<file path="src/egs_pkg.sv">
// Shared constants, types and format helpers for the epsilon-greedy arm selector.
`default_nettype none

package egs_pkg;

    localparam int NUM_ARMS    = 16;
    localparam int MEAN_BITS   = 16;
    localparam int COUNT_BITS  = 32;

    // Fixed widths of the request, result and configuration fields.
    localparam int ARM_W       = 4;
    localparam int Q16_W       = 16;
    localparam int NUMARMS_W   = 5;
    localparam int EPS_W       = 17;
    localparam int CFG_IDX_W   = 1;
    localparam int CFG_DATA_W  = 17;

    localparam int IDX_W       = $clog2(NUM_ARMS);
    localparam int NA_W        = $clog2(NUM_ARMS + 1);
    localparam int DIV_W       = (MEAN_BITS > Q16_W) ? MEAN_BITS : Q16_W;
    localparam int CMP_W       = (DIV_W + 1 > COUNT_BITS) ? DIV_W + 1 : COUNT_BITS;
    localparam int DSTEP_W     = $clog2(DIV_W + 1);
    localparam int ALIGN_SH    = (MEAN_BITS >= Q16_W) ? MEAN_BITS - Q16_W
                                                      : Q16_W - MEAN_BITS;

    localparam logic [CFG_IDX_W-1:0] CFG_NUM_ARMS = 1'b0;
    localparam logic [CFG_IDX_W-1:0] CFG_EPSILON  = 1'b1;

    localparam logic OP_SELECT = 1'b0;
    localparam logic OP_UPDATE = 1'b1;

    // Token that walks down the row of arm cells.
    typedef struct packed {
        logic                  found;
        logic [IDX_W-1:0]      idx;
        logic [MEAN_BITS-1:0]  mean;
        logic [COUNT_BITS-1:0] count;
    } egs_tok_t;

    // Scan mode held steady while a token is in flight.
    typedef struct packed {
        logic             argmax;
        logic [IDX_W-1:0] target;
        logic [NA_W-1:0]  n_act;
    } egs_ctl_t;

    // Broadcast writes into the cells.
    typedef struct packed {
        logic                 inc;
        logic                 mean_we;
        logic [IDX_W-1:0]     arm;
        logic [MEAN_BITS-1:0] mean;
    } egs_wr_t;

    typedef struct packed {
        logic                  start;
        logic [DIV_W-1:0]      dividend;
        logic [COUNT_BITS-1:0] divisor;
    } egs_div_req_t;

    typedef struct packed {
        logic             done;
        logic [DIV_W-1:0] quot;
        logic [DIV_W-1:0] rem;
    } egs_div_rsp_t;

    function automatic logic [MEAN_BITS-1:0] q16_to_mean(input logic [Q16_W-1:0] r);
        logic [MEAN_BITS+Q16_W-1:0] w;
        w = (MEAN_BITS+Q16_W)'(r);
        if (MEAN_BITS >= Q16_W)
            w = w << ALIGN_SH;
        else
            w = w >> ALIGN_SH;
        return w[MEAN_BITS-1:0];
    endfunction

    function automatic logic [Q16_W-1:0] mean_to_q16(input logic [MEAN_BITS-1:0] m);
        logic [MEAN_BITS+Q16_W-1:0] w;
        w = (MEAN_BITS+Q16_W)'(m);
        if (MEAN_BITS >= Q16_W)
            w = w >> ALIGN_SH;
        else
            w = w << ALIGN_SH;
        return w[Q16_W-1:0];
    endfunction

endpackage

`default_nettype wire

</file>
<file path="src/egs_divider.sv">
// Restoring divider, one quotient bit per cycle, shared by the modulo and the mean update.
`default_nettype none

module egs_divider import egs_pkg::*;
(
    input  wire logic         clk,
    input  wire logic         rst_n,
    input  wire egs_div_req_t req,
    output egs_div_rsp_t      rsp
);

    logic                  busy_reg;
    logic                  busy_next;
    logic [DSTEP_W-1:0]    step_reg;
    logic [DSTEP_W-1:0]    step_next;
    logic [DIV_W-1:0]      rem_reg;
    logic [DIV_W-1:0]      rem_next;
    logic [DIV_W-1:0]      quo_reg;
    logic [DIV_W-1:0]      quo_next;
    logic [COUNT_BITS-1:0] dvs_reg;
    logic [COUNT_BITS-1:0] dvs_next;
    logic [DIV_W:0]        trial;
    logic [CMP_W-1:0]      trial_sub;
    logic                  ge;
    logic                  done;

    // The partial remainder never exceeds the dividend bits shifted in so far.
    assign trial     = {rem_reg, quo_reg[DIV_W-1]};
    assign ge        = CMP_W'(trial) >= CMP_W'(dvs_reg);
    assign trial_sub = CMP_W'(trial) - CMP_W'(dvs_reg);
    assign done      = busy_reg && (step_reg == '0);

    always_comb
    begin
        busy_next = busy_reg;
        step_next = step_reg;
        rem_next  = rem_reg;
        quo_next  = quo_reg;
        dvs_next  = dvs_reg;
        if (req.start)
        begin
            busy_next = 1'b1;
            step_next = DSTEP_W'(DIV_W);
            rem_next  = '0;
            quo_next  = req.dividend;
            dvs_next  = req.divisor;
        end
        else if (busy_reg && (step_reg != '0))
        begin
            step_next = step_reg - 1'b1;
            rem_next  = ge ? trial_sub[DIV_W-1:0] : trial[DIV_W-1:0];
            quo_next  = {quo_reg[DIV_W-2:0], ge};
        end
        else if (done)
        begin
            busy_next = 1'b0;
        end
    end

    always_ff @(posedge clk or negedge rst_n)
    begin
        if (!rst_n)
        begin
            busy_reg <= 1'b0;
            step_reg <= '0;
        end
        else
        begin
            busy_reg <= busy_next;
            step_reg <= step_next;
        end
    end

    always_ff @(posedge clk)
    begin
        rem_reg <= rem_next;
        quo_reg <= quo_next;
        dvs_reg <= dvs_next;
    end

    assign rsp.done = done;
    assign rsp.quot = quo_reg;
    assign rsp.rem  = rem_reg;

endmodule

`default_nettype wire

</file>
<file path="config.mk">
export PLATFORM = sky130hd
export DESIGN_NAME = egs_divider
export DESIGN_NICKNAME = d
export VERILOG_FILES = /design/src/egs_pkg.sv /design/src/egs_divider.sv
export SDC_FILE = /design/constraint.sdc
export NUM_CORES = 1
export LEC_CHECK = 0
export BUFFER_PORTS_ARGS = -buffer_cell sky130_fd_sc_hd__buf_4
export CORE_MARGIN = 2
export CORE_UTILIZATION = 39
export DETAILED_ROUTE_END_ITERATION = 10
export GPL_TIMING_DRIVEN = 0
export SETUP_SLACK_MARGIN = 0.02
export SLEW_MARGIN = 20
export SYNTH_ARGS = -nofsm -noshare
export SYNTH_HDL_FRONTEND = slang
export SYNTH_SLANG_ARGS = --single-unit
</file>
<file path="constraint.sdc">
create_clock -name clk -period 4.9 [get_ports clk]
set_input_delay 1.225 -clock clk [delete_from_list [all_inputs] [get_ports clk]]
set_output_delay 1.225 -clock clk [all_outputs]
set_load 0.05 [all_outputs]
</file>
==> impl_summary.md <==
Timing
Based on the critical path, the design can be clocked at up to about 0.33 GHz. Setup violations remaining at the end of the flow were counted as 0. The worst pin sits at a relative slew slack of between 50% and 60%.

Of the available clock period, the critical path in the final layout requires ~62%. The max-slew violation count came to 0. For the final database, setup skew stands at ~11 ps. For the pin with the worst max-slew slack, the measured transition is approximately 660 ps. In the final timing run, aggregate negative setup slack is 0 ps. The count of final hold-check violations is 0. In the post-route analysis, the smallest setup slack over all paths is between 1500 and 2000 ps.

Setup repair after global routing left no endpoint under its margin. The routed design could run at a clock period as short as 3060 ps.

Critical path
The worst setup path category is flop to primary output. The slowest cell on the critical path is sky130_fd_sc_hd__dfrtp_1. STA puts the critical path data required time at roughly 3700 ps. Counting both buffers and inverters, the worst setup path holds a total of 3. Of all nets on the critical path, the largest fanout is 3.

STA classifies the critical path startpoint as a flop. The reg-to-reg critical path startpoint is step_reg[0]. In this design, the stage delay of the slowest critical-path cell is 410 ps. The worst flop-to-flop path endpoint is quo_reg[3]. The cell occurring most often along the worst timing path is sky130_fd_sc_hd__buf_4. In this run the number of cells on the critical path is 6. The worst register-to-register path has a setup slack of roughly 2000 ps. Counting cells, the worst reg-to-reg path comes to 7. The kind of cell with the highest combined delay along the critical path is simple AND/OR/NAND/NOR gates. The critical path capture point type is a primary output. Data arrives at the worst endpoint at approximately 1800 ps. Walking the worst path, the cells encountered are inv_1 > ha_1 > nor4b_1 > and2_1 > buf_4 > buf_4.

Power
The power density relative to cell area is 529 nW/um^2. The maximum ir drop on the vdd rail is 240 uV. The leakage power is approximately 2 nW.

Logic synthesis
The share of flip-flops with an asynchronous set or reset after synthesis is under 10%. In this run, distinct cell masters in the synthesized netlist total between 50 and 60. The number of standard cells after synthesis is 341. The flip-flop cell with the highest count after synthesis is sky130_fd_sc_hd__edfxtp_1.

For this run, the register share of the synthesized area comes to roughly half. After synthesis, the largest area contributor takes up between 30% and 40% of total cell area. Synthesis produced a netlist with a net count of 412. The largest total area in the synthesized netlist belongs to sky130_fd_sc_hd__edfxtp_1. The netlist area before placement is between 3000 and 4000 um^2.

Each instance of the synthesized netlist takes up on average approximately 11 um^2. Yosys mapped a number of flops with a built-in enable equal to 48. By area the synthesized netlist is led by sky130_fd_sc_hd__edfxtp_1 (38%), sky130_fd_sc_hd__dfxtp_1 (8.5%), sky130_fd_sc_hd__ha_1 (6.3%). The post-synthesis sequential element count is 70. The number of synthesis warnings is 0.

Routing
The final layout contains routed wiring with a total length of approximately 8600 um. The violation count after the first detailed-routing iteration is 164. The count of TritonRoute iterations in the first routing pass is 4. For this run, design rule violations remaining after detail routing come to 0. The detail route stage leaves a number of antenna-violating nets equal to 0. The vias after detailed routing is 2894. The average wire length per cell after detail routing is between 15 and 20 um. Dividing the detail-routed via count by the number of cells gives around 5.

Hold path
The beginning of the worst hold path is rem_reg[1]. In this run the worst hold path is classified as flop to flop. The worst hold path terminates at rem_reg[2]. The number of cells on the worst hold path is 2.

Clock network
The clock sink count is 70. Counting the buffers created by CTS gives 9. The count of instances resized after the clock tree is built is 0. The clock tree root driver cell is sky130_fd_sc_hd__clkbuf_8.

The clock transition at the register clock pins on the worst setup and hold paths after CTS is approximately 70 ps. The clock passes through at most 2 buffers. The source-to-sink clock delay at the later pin of the worst-skew pair is roughly 360 ps. The total setup buffers inserted after CTS is 0. The deepest level of the CTS H-tree is 3. The clock tree from TritonCTS is built. The number of hold buffers added after cts is 0.

Place
Timing analysis after detailed placement gives a worst setup slack of between 1500 and 2000 ps. Port buffering added between 80 and 90 buffers. The post-placement cell count is about 550. The estimated wirelength of the detail-placed design is around 6300 um. The global placer's final weighted congestion is 0.840. The placed instance area is between 4000 and 5000 um^2.

Global route
The total global-route track usage is 17.5%. The initial antenna violation count was 0. The first-pass GRT wire length is 13700 um. The number of global-route vias before repair was ~2.8k. Entering global routing, the biggest net connects 34 pins. The sum of overflow across all layers after global routing is 0.

Floorplanning
The initial core utilization is 40.4%. The initialized floorplan defines 35 standard-cell rows. The overall die width is 102 um. The die covers ~10000 um^2. The area of the core is around 9300 um^2. The number of placed I/O pins is 84. The vertical die dimension is 102 um.

Layout
For this run, the post-layout net count is 506. The utilization after layout is between 50% and 60%. Once layout is complete, the cells apart from fillers number around 570. The proportion of layout cells with a drive suffix above 1 is between 20 and 30%.

The final instance area is 4750 um^2. 0 antenna diodes ended up in the layout. The area added between synthesis and finish is 26.6%. The number of flip-flops in the largest register is 32. Counting the fill cells in the layout gives roughly 860.

Status
The flow ran to the end, and the final reports show no timing, DRC or antenna violations.

Flow run
Max-cap violations in this run came to 0.
## area by class of cell
type	instances	area, um^2	area share [%]
clock inverter	5	85.1	1.79
clock buffer	10	128	2.69
timing repair buffer	83	623	13.1
inverter	23	86.3	1.82
tap	129	161	3.40
buffer	20	110	2.32
sequential	70	1910	40.3
multi-input combinational	228	1640	34.6
## layer usage
metal / wire length (um) / global-route usage [%] / vias to the layer above
met5: 0 / 0 / -
met4: 85 / 5.54 / 0
met3: 387 / 5.95 / 5
met2: 4140 / 27.5 / 55
met1: 3980 / 22.9 / 1379
li1: - / - / 1455
## cells in the final DEF (no fill, tap or decap), drive strengths merged, types with 2 or more instances in the layout
| cell type | count |
|---|---|
| nand4 | 6 |
| edfxtp | 48 |
| o21ai | 21 |
| nand3 | 11 |
| a22oi | 2 |
| nor3 | 20 |
| and3 | 7 |
| ha | 19 |
| dfrtp | 6 |
| mux2 | 15 |
| inv | 23 |
| xor2 | 3 |
| a32oi | 2 |
| nor2b | 5 |
| clkinv | 2 |
| nor2 | 12 |
| dfxtp | 16 |
| nor4 | 6 |
| o21a | 3 |
| o31ai | 4 |
| nor4b | 2 |
| bufinv | 2 |
| buf | 95 |
| nand2 | 19 |
| clkbuf | 18 |
| o21bai | 3 |
| or3 | 2 |
| a21oi | 20 |
| and2 | 2 |
| nor3b | 10 |
| a211oi | 7 |
| xnor2 | 9 |
| or4 | 4 |
## worst max path at each step
stage | slack (ps) | endpoint | from
floorplan | 2230 | quo_reg[0] | quo_reg[15]
global route | 1750 | rsp[32] | step_reg[0]
finish | 1840 | rsp[32] | step_reg[0]
global placement | 1550 | quo_reg[6] | req[48]
detailed placement | 1520 | quo_reg[4] | req[48]
CTS | 1820 | rsp[32] | step_reg[0]
## cell usage after synthesis (2+ instances only)
cell type and count:
sky130_fd_sc_hd__nor4b_1 2, sky130_fd_sc_hd__nand4_1 6, sky130_fd_sc_hd__and3_1 6, sky130_fd_sc_hd__o31ai_1 4
sky130_fd_sc_hd__a21oi_1 19, sky130_fd_sc_hd__xnor2_1 9, sky130_fd_sc_hd__a211oi_1 6, sky130_fd_sc_hd__xor2_1 3
sky130_fd_sc_hd__inv_1 23, sky130_fd_sc_hd__and2_1 2, sky130_fd_sc_hd__or4_1 4, sky130_fd_sc_hd__dfrtp_1 6
sky130_fd_sc_hd__o21ai_1 4, sky130_fd_sc_hd__o21bai_1 3, sky130_fd_sc_hd__nand2_1 19, sky130_fd_sc_hd__a22oi_1 2
sky130_fd_sc_hd__mux2_2 15, sky130_fd_sc_hd__nor3b_1 9, sky130_fd_sc_hd__nand3_1 10, sky130_fd_sc_hd__nor4_1 5
sky130_fd_sc_hd__o21ai_0 16, sky130_fd_sc_hd__or3_1 2, sky130_fd_sc_hd__dfxtp_1 16, sky130_fd_sc_hd__o21a_1 3
sky130_fd_sc_hd__edfxtp_1 48, sky130_fd_sc_hd__buf_4 6, sky130_fd_sc_hd__nor3_1 20, sky130_fd_sc_hd__nor2_1 12
sky130_fd_sc_hd__clkbuf_1 8, sky130_fd_sc_hd__buf_2 4, sky130_fd_sc_hd__a32oi_1 2, sky130_fd_sc_hd__ha_1 19
sky130_fd_sc_hd__nor2b_1 5
## worst register-to-register path, stage by stage (launching register included)
cell and delay, ps:
sky130_fd_sc_hd__dfrtp_1 410, sky130_fd_sc_hd__inv_1 90, sky130_fd_sc_hd__ha_1 140, sky130_fd_sc_hd__nor4b_1 370
sky130_fd_sc_hd__nand2b_1 250, sky130_fd_sc_hd__buf_2 290, sky130_fd_sc_hd__buf_1 410, sky130_fd_sc_hd__nand2_1 530
## power breakdown
part,switching [mW],internal (mW),leakage (nW)
logic,0.727,0.416,1.21
registers,0.0909,0.765,0.684
clock network,0.227,0.286,0.103
total,1.04,1.47,2.00
## per-stage QoR
| step | total power, mW | hold WS (ps) |
|---|---|---|
| after floorplan | 1.69 | 489 |
| after global placement | 1.99 | 514 |
| after detailed placement | 2.01 | 510 |
| after CTS | 2.53 | 531 |
| after global routing | 2.67 | 559 |
| final | 2.51 | 532 |
## logic make-up after synthesis
group | Yosys count | synth area share (%)
AOI/OAI and AO/OA | 72 | 13.0
DFF | 70 | 51.0
buffers and inverters | 43 | 5.23
adders and majority gates | 20 | 6.87
xor gates and xnor gates | 12 | 2.80
and+or+nand+nor | 108 | 16.4
muxes | 16 | 4.77
(Power assumes the default switching activity.)
