[config.mk]
export PLATFORM = sky130hd
export DESIGN_NAME = egs_cell
export DESIGN_NICKNAME = d
export VERILOG_FILES = /design/src/egs_pkg.sv /design/src/egs_cell.sv
export SDC_FILE = /design/constraint.sdc
export NUM_CORES = 1
export LEC_CHECK = 0
export BUFFER_PORTS_ARGS = -buffer_cell sky130_fd_sc_hd__buf_2
export CAP_MARGIN = 20
export CORE_MARGIN = 2
export CORE_UTILIZATION = 55
export DETAILED_ROUTE_END_ITERATION = 8
export HOLD_SLACK_MARGIN = 0.03
export PLACE_DENSITY_LB_ADDON = 0.08
export SLEW_MARGIN = 20
export SYNTH_ARGS = -nofsm -noshare
export SYNTH_HDL_FRONTEND = slang
export SYNTH_SLANG_ARGS = --single-unit
[constraint.sdc]
create_clock -name clk -period 6.95 [get_ports clk]
set_clock_uncertainty 0.05 [all_clocks]
set_input_delay 0.3475 -clock clk [delete_from_list [all_inputs] [get_ports clk]]
set_output_delay 0.3475 -clock clk [all_outputs]
set_load 0.01 [all_outputs]
[src/egs_pkg.sv]
// Shared constants, types and format helpers for the epsilon-greedy arm selector.
`default_nettype none

package egs_pkg;

    localparam int NUM_ARMS    = 16;
    localparam int MEAN_BITS   = 16;
    localparam int COUNT_BITS  = 32;

    // Fixed widths of the request, result and configuration fields.
    localparam int ARM_W       = 4;
    localparam int Q16_W       = 16;
    localparam int NUMARMS_W   = 5;
    localparam int EPS_W       = 17;
    localparam int CFG_IDX_W   = 1;
    localparam int CFG_DATA_W  = 17;

    localparam int IDX_W       = $clog2(NUM_ARMS);
    localparam int NA_W        = $clog2(NUM_ARMS + 1);
    localparam int DIV_W       = (MEAN_BITS > Q16_W) ? MEAN_BITS : Q16_W;
    localparam int CMP_W       = (DIV_W + 1 > COUNT_BITS) ? DIV_W + 1 : COUNT_BITS;
    localparam int DSTEP_W     = $clog2(DIV_W + 1);
    localparam int ALIGN_SH    = (MEAN_BITS >= Q16_W) ? MEAN_BITS - Q16_W
                                                      : Q16_W - MEAN_BITS;

    localparam logic [CFG_IDX_W-1:0] CFG_NUM_ARMS = 1'b0;
    localparam logic [CFG_IDX_W-1:0] CFG_EPSILON  = 1'b1;

    localparam logic OP_SELECT = 1'b0;
    localparam logic OP_UPDATE = 1'b1;

    // Token that walks down the row of arm cells.
    typedef struct packed {
        logic                  found;
        logic [IDX_W-1:0]      idx;
        logic [MEAN_BITS-1:0]  mean;
        logic [COUNT_BITS-1:0] count;
    } egs_tok_t;

    // Scan mode held steady while a token is in flight.
    typedef struct packed {
        logic             argmax;
        logic [IDX_W-1:0] target;
        logic [NA_W-1:0]  n_act;
    } egs_ctl_t;

    // Broadcast writes into the cells.
    typedef struct packed {
        logic                 inc;
        logic                 mean_we;
        logic [IDX_W-1:0]     arm;
        logic [MEAN_BITS-1:0] mean;
    } egs_wr_t;

    typedef struct packed {
        logic                  start;
        logic [DIV_W-1:0]      dividend;
        logic [COUNT_BITS-1:0] divisor;
    } egs_div_req_t;

    typedef struct packed {
        logic             done;
        logic [DIV_W-1:0] quot;
        logic [DIV_W-1:0] rem;
    } egs_div_rsp_t;

    function automatic logic [MEAN_BITS-1:0] q16_to_mean(input logic [Q16_W-1:0] r);
        logic [MEAN_BITS+Q16_W-1:0] w;
        w = (MEAN_BITS+Q16_W)'(r);
        if (MEAN_BITS >= Q16_W)
            w = w << ALIGN_SH;
        else
            w = w >> ALIGN_SH;
        return w[MEAN_BITS-1:0];
    endfunction

    function automatic logic [Q16_W-1:0] mean_to_q16(input logic [MEAN_BITS-1:0] m);
        logic [MEAN_BITS+Q16_W-1:0] w;
        w = (MEAN_BITS+Q16_W)'(m);
        if (MEAN_BITS >= Q16_W)
            w = w >> ALIGN_SH;
        else
            w = w << ALIGN_SH;
        return w[Q16_W-1:0];
    endfunction

endpackage

`default_nettype wire

[src/egs_cell.sv]
// One arm cell: holds the arm's mean and pull count and forwards the scan token.
`default_nettype none

module egs_cell import egs_pkg::*;
(
    input  wire logic             clk,
    input  wire logic             rst_n,
    input  wire logic [IDX_W-1:0] cell_idx,
    input  wire egs_ctl_t         ctl,
    input  wire egs_wr_t          wr,
    input  wire egs_tok_t         tok_in,
    output egs_tok_t              tok_out
);

    logic [MEAN_BITS-1:0]  mean_reg;
    logic [MEAN_BITS-1:0]  mean_next;
    logic [COUNT_BITS-1:0] count_reg;
    logic [COUNT_BITS-1:0] count_next;
    egs_tok_t              tok_reg;
    egs_tok_t              tok_next;
    logic                  active;
    logic                  take;

    assign active = 32'(cell_idx) < 32'(ctl.n_act);

    // Greedy scans keep the first strictly larger mean, so ties stay at the lowest index.
    always_comb
    begin
        if (ctl.argmax)
            take = active && (!tok_in.found || (mean_reg > tok_in.mean));
        else
            take = (cell_idx == ctl.target);

        tok_next = tok_in;
        if (take)
        begin
            tok_next.found = 1'b1;
            tok_next.idx   = cell_idx;
            tok_next.mean  = mean_reg;
            tok_next.count = count_reg;
        end
    end

    always_comb
    begin
        count_next = count_reg;
        mean_next  = mean_reg;
        if (wr.inc && (wr.arm == cell_idx) && (count_reg != '1))
            count_next = count_reg + 1'b1;
        if (wr.mean_we && (wr.arm == cell_idx))
            mean_next = wr.mean;
    end

    always_ff @(posedge clk or negedge rst_n)
    begin
        if (!rst_n)
        begin
            mean_reg  <= '0;
            count_reg <= '0;
        end
        else
        begin
            mean_reg  <= mean_next;
            count_reg <= count_next;
        end
    end

    always_ff @(posedge clk)
    begin
        tok_reg <= tok_next;
    end

    assign tok_out = tok_reg;

endmodule

`default_nettype wire

==> results of run 1 <==
layout make-up:
cell class / instances / area, um^2
inverters: 24 / 90.09
clock buffers: 11 / 151.4
flip-flops and latches: 101 / 2262
multi-input cells: 223 / 2152
clock inverters: 5 / 41.29
fillers: 629 / 2575
repair buffers: 145 / 730.7
well taps: 105 / 131.4
final timing paths:
| kind | startpoint | to | slack [ps] | depth (start not counted) |
|---|---|---|---|---|
| max | mean_reg[13] | tok_out[0] | 3180 | 8 |
| min | rst_n | mean_reg[13] | 40 | 2 |
| min reg2reg | count_reg[23] | count_reg[23] | 450 | 1 |
| min in group clk | tok_in[52] | tok_out[52] | 150 | 2 |
| max reg2reg | mean_reg[13] | tok_out[0] | 3180 | 8 |
| max in group asynchronous | rst_n | mean_reg[3] | 6390 | 2 |
metrics by stage:
stage / power [mW] / setup WS [ps] / cell area, um^2
after floorplan: 1.050 / 4415 / 4564
after global placement: 1.173 / 3271 / 5366
after detailed placement: 1.187 / 3104 / 5366
after CTS: 1.546 / 3180 / 5559
after global routing: 1.624 / 2942 / 5559
final: 1.524 / 3183 / 5559
worst register-to-register path: cells and delay by family, from the launching register on:
kind                       cells  cell delay (ps)
AOI/OAI and AO/OA              2              880
adders and majority gates      1              310
buffers and inverters          1              710
DFF                            1              410
muxes                          1              480
and+or+nand+nor                3              820
power groups by stage:
stage	Clock (mW)	Combinational, mW	Sequential [mW]
after global placement	0	0.419	0.754
after detailed placement	0	0.431	0.757
after global routing	0.394	0.472	0.758
final	0.357	0.424	0.743
after floorplan	0	0.273	0.776
after CTS	0.370	0.431	0.745
placed cells by master, fill, tap and decap left out, types with 3 or more instances in the layout:
| cell type | instances |
|---|---|
| buf_2 | 143 |
| dfxtp_1 | 53 |
| mux2_4 | 50 |
| dfrtp_1 | 48 |
| xnor2_1 | 26 |
| inv_1 | 24 |
| ha_1 | 20 |
| mux2_2 | 19 |
| nand2_1 | 16 |
| nand3_1 | 14 |
| nand4_1 | 11 |
| clkbuf_8 | 11 |
| xor2_1 | 8 |
| and4_1 | 7 |
| a21oi_1 | 6 |
| nor2_1 | 6 |
| o21ai_0 | 4 |
| nor4_2 | 4 |
| and3_1 | 4 |
| a31oi_1 | 3 |
| nor2b_1 | 3 |
| nor3_1 | 3 |
| inv_6 | 3 |
logic make-up after synthesis:
kind of cell	after synthesis	share of synthesized area (%)
flops	101	49.56
simple gates	79	10.80
compound gates	21	3.208
fa+ha+maj	20	5.482
xor+xnor	34	6.524
buf+inv	30	3.289
mux	69	21.13
routing by layer:
metal  vias to the layer above  wire [um]  GRT usage [%]
met2                       100       4128          32.75
met4                         0         70          5.797
li1                       1547          -              -
met3                         6        577          4.980
met1                      1448       3887          25.82
met5                         -          0              0
==> metrics.txt, run 1 <==
# TYPE chip_impl_metric gauge
chip_impl_metric{name="setup_total_negative_slack",unit="ps"} 0
chip_impl_metric{name="final_max_slew_viols",unit=""} 0
chip_impl_metric{name="holdWs",unit="ps"} 35.55
chip_impl_metric{name="yosys_synthesis_warning_count",unit=""} 0
chip_impl_metric{name="syn-cell-area",unit="mm^2"} 0.004564
chip_impl_metric{name="dpl.cell_count",unit=""} 598
chip_impl_metric{name="path_clk_slew",unit="ps"} 100
chip_impl_metric{name="grt_first_pass_wirelength",unit="um"} 13830
chip_impl_metric{name="leakage_power",unit="nW"} 2.785
chip_impl_metric{name="wl_per_cell",unit="um"} 14.11
chip_impl_metric{name="post_synth.cell_area_avg",unit="um^2"} 12.89
chip_impl_metric{name="max_cap_viol_count",unit=""} 0
chip_impl_info{name="critPathCaptureType",value="flip-flop"} 1
chip_impl_metric{name="worst_max_slew_pin_slew",unit="ps"} 856.4
chip_impl_metric{name="clock_buffer_count_from_cts",unit=""} 9
chip_impl_metric{name="synth_enable_flop_cells",unit=""} 0
chip_impl_metric{name="power.share.switching",unit="%"} 29.15
chip_impl_metric{name="detail_route.wirelength",unit="um"} 8662
chip_impl_metric{name="grt_max_degree",unit=""} 49
chip_impl_info{name="criticalPathCategory",value="flip-flop to flip-flop"} 1
chip_impl_metric{name="drtAntennaViolNets",unit=""} 0
chip_impl_metric{name="detailroute.via_count",unit=""} 3101
chip_impl_metric{name="finalNonFillerCells",unit=""} 614
chip_impl_metric{name="synth_sequential_area_ratio",unit="%"} 49.56
chip_impl_metric{name="row_count",unit=""} 33
chip_impl_info{name="start_kind",value="flip-flop"} 1
chip_impl_info{name="synth_most_common_cell",value="dfxtp_1"} 1
chip_impl_metric{name="vdd_drop_max",unit="mV"} 0.1148
chip_impl_metric{name="flop_pwr_share",unit="%"} 48.8
chip_impl_metric{name="globalplace.congestion",unit=""} 0.8165
chip_impl_info{name="netlist_top_cells_area",value="dfrtp_1, dfxtp_1, mux2_4"} 1
chip_impl_metric{name="period_minus_slack",unit="ps"} 3767
chip_impl_metric{name="cts_hold_buffers",unit=""} 0
chip_impl_metric{name="intPower",unit="mW"} 1.080
chip_impl_metric{name="crit_path_max_incr_delay",unit="ps"} 710
chip_impl_info{name="synth_largest_area_cell",value="dfrtp_1"} 1
chip_impl_info{name="yosys-top-cells-count",value="dfxtp_1, mux2_4, dfrtp_1, xnor2_1, inv_1"} 1
chip_impl_metric{name="largest_register_ffs",unit=""} 53
chip_impl_metric{name="antennaDiodeCount",unit=""} 0
chip_impl_metric{name="dieArea",unit="mm^2"} 0.009044
chip_impl_metric{name="clk_latency",unit="ps"} 350
chip_impl_metric{name="postSynthCellCount",unit=""} 354
chip_impl_metric{name="path_max_fanout",unit=""} 41
chip_impl_metric{name="net_switching_power",unit="mW"} 0.4443
chip_impl_metric{name="comb_power_share",unit="%"} 27.8
chip_impl_metric{name="finish.utilization",unit="%"} 68.34
chip_impl_metric{name="p_clk_share",unit="%"} 23.4
chip_impl_metric{name="maxSlewHeadroom",unit="%"} 42.91
chip_impl_metric{name="crit_arrival",unit="ps"} 3960
chip_impl_metric{name="area_delta_synth_final",unit="%"} 21.79
chip_impl_metric{name="setup_viol",unit=""} 0
chip_impl_metric{name="die_h",unit="um"} 95.10
chip_impl_metric{name="synth_top_cell_area_share",unit="%"} 26.32
chip_impl_info{name="worst_path_dominant_cell_family",value="compound AO/OA/AOI/OAI gates"} 1
chip_impl_metric{name="synth.net_count",unit=""} 465
chip_impl_metric{name="first_global_vias",unit=""} 2987
chip_impl_metric{name="powerDensity",unit="mW/mm^2"} 274.2
chip_impl_metric{name="groute.usage.overall",unit="%"} 19.83
chip_impl_metric{name="io_pins",unit=""} 144
chip_impl_metric{name="post_cts_resized",unit=""} 0
chip_impl_metric{name="num-nets-final",unit=""} 615
chip_impl_metric{name="max_freq",unit="MHz"} 265.4
chip_impl_metric{name="drt_drc_violations_left",unit=""} 0
chip_impl_metric{name="overflow",unit=""} 0
chip_impl_info{name="timing.critical_path.cells",value="ha_1 > nand4_1 > nor4_1 > a21boi_0 > and4b_4 > o31ai_4 > buf_4 > mux2_2"} 1
chip_impl_metric{name="finalHoldViolCount",unit=""} 0
chip_impl_metric{name="timing.final.crit_share",unit="%"} 54.21
chip_impl_info{name="rsz0062_at_grt",value="false"} 1
chip_impl_metric{name="floorplan.die.width",unit="um"} 95.10
chip_impl_info{name="cp_slowest_cell",value="buf_4"} 1
chip_impl_metric{name="cts_max_path_buffers",unit=""} 2
chip_impl_info{name="ctsRootBufferMaster",value="clkbuf_8"} 1
chip_impl_info{name="result_of_the_run",value="finished clean"} 1
chip_impl_metric{name="cts_htree_levels",unit=""} 3
chip_impl_metric{name="vias_per_cell",unit=""} 5.050
chip_impl_metric{name="asyncSetResetFlopFracSynth",unit="%"} 47.52
chip_impl_metric{name="drive_gt1_share",unit="%"} 46.95
chip_impl_metric{name="tritoncts_sinks",unit=""} 101
chip_impl_metric{name="number_of_antenna_violations_at_the_first_check_in_global_routing",unit=""} 0
chip_impl_metric{name="synth.ff_latch_count",unit=""} 101
chip_impl_metric{name="core-area",unit="mm^2"} 0.008134
chip_impl_metric{name="drt_iter0_drc",unit=""} 78
chip_impl_metric{name="post_synth_num_cell_types",unit=""} 38
chip_impl_metric{name="port_buffers",unit=""} 143
chip_impl_metric{name="dp_hpwl",unit="um"} 6596
chip_impl_metric{name="initial_core_util",unit="%"} 56.11
chip_impl_metric{name="critical_path.n_buffers_inverters",unit=""} 1
chip_impl_metric{name="post-cts-setup-buffer-count",unit=""} 0
chip_impl_metric{name="drt-pass1-iter-count",unit=""} 4
chip_impl_metric{name="critical_path_rt",unit="ps"} 7140
chip_impl_info{name="cts_tree",value="built"} 1
chip_impl_info{name="hp-class",value="primary input to asynchronous set/reset pin"} 1
chip_impl_info{name="synth-main-ff-cell",value="dfxtp_1"} 1
(Power assumes the default switching activity.)
==> run 2: changes to the inputs <==
--- a/config.mk
+++ b/config.mk
@@ -8,7 +8,7 @@
 export BUFFER_PORTS_ARGS = -buffer_cell sky130_fd_sc_hd__buf_2
 export CAP_MARGIN = 20
 export CORE_MARGIN = 2
-export CORE_UTILIZATION = 55
+export CORE_UTILIZATION = 51
 export DETAILED_ROUTE_END_ITERATION = 8
 export HOLD_SLACK_MARGIN = 0.03
 export PLACE_DENSITY_LB_ADDON = 0.08
==> constraint.sdc (replaced) <==
create_clock -name clk -period 3.7 [get_ports clk]
set_clock_uncertainty 0.05 [all_clocks]
set_input_delay 0.185 -clock clk [delete_from_list [all_inputs] [get_ports clk]]
set_output_delay 0.185 -clock clk [all_outputs]
set_load 0.01 [all_outputs]
==> metrics.txt, run 2 (synthesized netlist as in run 1, its figures left out) <==
# TYPE chip_impl_metric gauge
chip_impl_info{name="timing.critical_path.cells",value="dlygate4sd3_1 > buf_2 > inv_1 > ha_1 > nand4_1 > nor4_1 > a21boi_0 > and4b_4 > o31ai_4 > buf_4 > mux2_4"} 1
chip_impl_metric{name="initial_core_util",unit="%"} 52.34
chip_impl_metric{name="drtAntennaViolNets",unit=""} 0
chip_impl_metric{name="antennaDiodeCount",unit=""} 0
chip_impl_metric{name="post-place-ws",unit="ps"} 720.0
chip_impl_metric{name="detail_route.wirelength",unit="um"} 9443
chip_impl_metric{name="period_minus_slack",unit="ps"} 3052
chip_impl_metric{name="drt_iter0_drc",unit=""} 49
chip_impl_metric{name="grt_max_degree",unit=""} 49
chip_impl_info{name="result_of_the_run",value="finished clean"} 1
chip_impl_metric{name="core-area",unit="mm^2"} 0.008721
chip_impl_info{name="start_kind",value="primary input"} 1
chip_impl_metric{name="maxSlewHeadroom",unit="%"} 49.77
chip_impl_metric{name="grt_first_pass_wirelength",unit="um"} 15300
chip_impl_metric{name="crit_arrival",unit="ps"} 3240
chip_impl_metric{name="globalplace.congestion",unit=""} 0.7486
chip_impl_metric{name="drt_drc_violations_left",unit=""} 0
chip_impl_metric{name="layout_setup_ws",unit="ps"} 647.8
chip_impl_info{name="rsz0062_at_grt",value="false"} 1
chip_impl_metric{name="critical_path_rt",unit="ps"} 3890
chip_impl_metric{name="vias_per_cell",unit=""} 4.930
chip_impl_info{name="crit_path_end",value="tok_out[16]"} 1
chip_impl_metric{name="drive_gt1_share",unit="%"} 41.18
chip_impl_metric{name="dpl_cell_area",unit="mm^2"} 0.005373
chip_impl_metric{name="groute.usage.overall",unit="%"} 19.71
chip_impl_metric{name="worst_max_slew_pin_slew",unit="ps"} 751.7
chip_impl_metric{name="path_clk_slew",unit="ps"} 90
chip_impl_metric{name="wl_per_cell",unit="um"} 13.77
chip_impl_metric{name="crit_path_max_incr_delay",unit="ps"} 570
chip_impl_info{name="critPathCaptureType",value="flip-flop"} 1
chip_impl_metric{name="drt-pass1-iter-count",unit=""} 4
chip_impl_metric{name="leakage_power",unit="nW"} 3.060
chip_impl_metric{name="finalHoldViolCount",unit=""} 0
chip_impl_metric{name="cts_htree_levels",unit=""} 3
chip_impl_metric{name="vdd_drop_max",unit="mV"} 0.2853
chip_impl_info{name="reg2reg_from",value="mean_reg[13]"} 1
chip_impl_info{name="commonest_non_fill_non_tap_cell_in_the_layout",value="buf_2"} 1
chip_impl_info{name="hp-class",value="primary input to flip-flop"} 1
chip_impl_metric{name="port_buffers",unit=""} 143
chip_impl_info{name="worstReg2RegEnd",value="tok_out[16]"} 1
chip_impl_metric{name="layout.cell_area.non_filler",unit="mm^2"} 0.006232
chip_impl_metric{name="total_power",unit="mW"} 2.862
chip_impl_metric{name="tritoncts_sinks",unit=""} 101
chip_impl_metric{name="number_of_antenna_violations_at_the_first_check_in_global_routing",unit=""} 0
chip_impl_metric{name="timing.final.crit_share",unit="%"} 82.49
chip_impl_metric{name="floorplan.die.width",unit="um"} 98.61
chip_impl_metric{name="dieArea",unit="mm^2"} 0.009723
chip_impl_info{name="crit_start",value="tok_in[45]"} 1
chip_impl_info{name="cp_slowest_cell",value="buf_4"} 1
chip_impl_metric{name="area_delta_synth_final",unit="%"} 36.54
chip_impl_info{name="layout_common_cells",value="buf_2, dlygate4sd3_1, dfxtp_1"} 1
chip_impl_metric{name="powerDensity",unit="mW/mm^2"} 459.2
chip_impl_metric{name="clk_latency",unit="ps"} 360
chip_impl_metric{name="setup.reg_to_reg.worst_slack",unit="ps"} 730
chip_impl_metric{name="first_global_vias",unit=""} 3329
chip_impl_metric{name="detailroute.via_count",unit=""} 3382
chip_impl_metric{name="largest_register_ffs",unit=""} 53
chip_impl_metric{name="overflow",unit=""} 0
chip_impl_metric{name="setup_total_negative_slack",unit="ps"} 0
chip_impl_info{name="ctsRootBufferMaster",value="clkbuf_8"} 1
chip_impl_info{name="cts_tree",value="built"} 1
chip_impl_metric{name="post_cts_resized",unit=""} 0
chip_impl_metric{name="dp_hpwl",unit="um"} 6482
chip_impl_metric{name="max_cap_viol_count",unit=""} 0
chip_impl_metric{name="holdWs",unit="ps"} 66.87
chip_impl_metric{name="final_max_slew_viols",unit=""} 0
chip_impl_metric{name="clock_buffer_count_from_cts",unit=""} 9
chip_impl_metric{name="num-nets-final",unit=""} 684
chip_impl_metric{name="cts_max_path_buffers",unit=""} 2
chip_impl_metric{name="max_freq",unit="MHz"} 327.6
chip_impl_metric{name="io_pins",unit=""} 144
chip_impl_metric{name="die_h",unit="um"} 98.61
chip_impl_metric{name="row_count",unit=""} 34
chip_impl_metric{name="rr_worst_depth",unit=""} 8
chip_impl_metric{name="setup_viol",unit=""} 0
chip_impl_metric{name="path_max_fanout",unit=""} 35
chip_impl_info{name="criticalPathCategory",value="primary input to flip-flop"} 1
chip_impl_metric{name="fill_cells",unit=""} 618
## run 2: changes by cell type in the layout (fill, tap and decap cells not counted)
cell | before | now
clkinv_2 | 0 | 2
clkinvlp_4 | 2 | 3
dlygate4sd3_1 | 0 | 69
buf_4 | 2 | 3
inv_6 | 3 | 0
clkbuf_1 | 0 | 1
clkinv_4 | 0 | 1
buf_2 | 143 | 142
clkbuf_8 | 11 | 9
## run 2: final cells by class
cell class / instances / area [um^2] / area share (%)
multi-input cells: 223 / 2152 / 34.53
well taps: 108 / 135.1 / 2.168
flip-flops and latches: 101 / 2262 / 36.30
clock buffers: 10 / 127.6 / 2.048
inverters: 24 / 90.09 / 1.445
repair buffers: 214 / 1424 / 22.85
clock inverters: 6 / 41.29 / 0.6625
## run 2: worst max-delay path, delay by kind of cell
kind                       cells  cell delay, ps
AOI/OAI and AO/OA              2             400
adders and majority gates      1             290
buffers and inverters          4            1250
muxes                          1             350
and+or+nand+nor                3             760
## run 2: through the flow
step | cells | utilization (%)
after global routing | 686 | 71.46
after floorplan | 354 | -
final | 686 | 71.46
after CTS | 686 | 71.46
after detailed placement | 601 | 61.61
after global placement | 601 | 61.58
## run 2: report_power, final
| part | switching [mW] | total (mW) | internal (mW) |
|---|---|---|---|
| Combinational | 0.357 | 0.855 | 0.498 |
| Clock | 0.365 | 0.608 | 0.243 |
| Sequential | 0.108 | 1.40 | 1.29 |
| Total | 0.830 | 2.86 | 2.03 |
## run 2: how the worst min path moves through the flow
stage | startpoint | endpoint | slack [ps] | cells past startpoint
global route | tok_in[40] | tok_out[40] | 40 | 2
detailed placement | rst_n | mean_reg[13] | 210 | 1
CTS | tok_in[40] | tok_out[40] | 40 | 2
floorplan | rst_n | count_reg[0] | -160 | 0
global placement | tok_in[52] | tok_out[52] | 340 | 2
finish | tok_in[40] | tok_out[40] | 70 | 2
## run 2: metal layers
layer  GRT usage [%]  routed length (um)  up-vias
met1           25.00                4276     1576
met2           33.33                4523      111
met3           5.532                 546       11
met5               0                   0        -
li1                -                   -     1684
met4           5.269                  97        0
## run 2: repair_timing
| item | in CTS | in global routing |
|---|---|---|
| hold endpoints to repair | 116 | 0 |
| hold buffers | 69 | 0 |
| setup buffers | 0 | 0 |
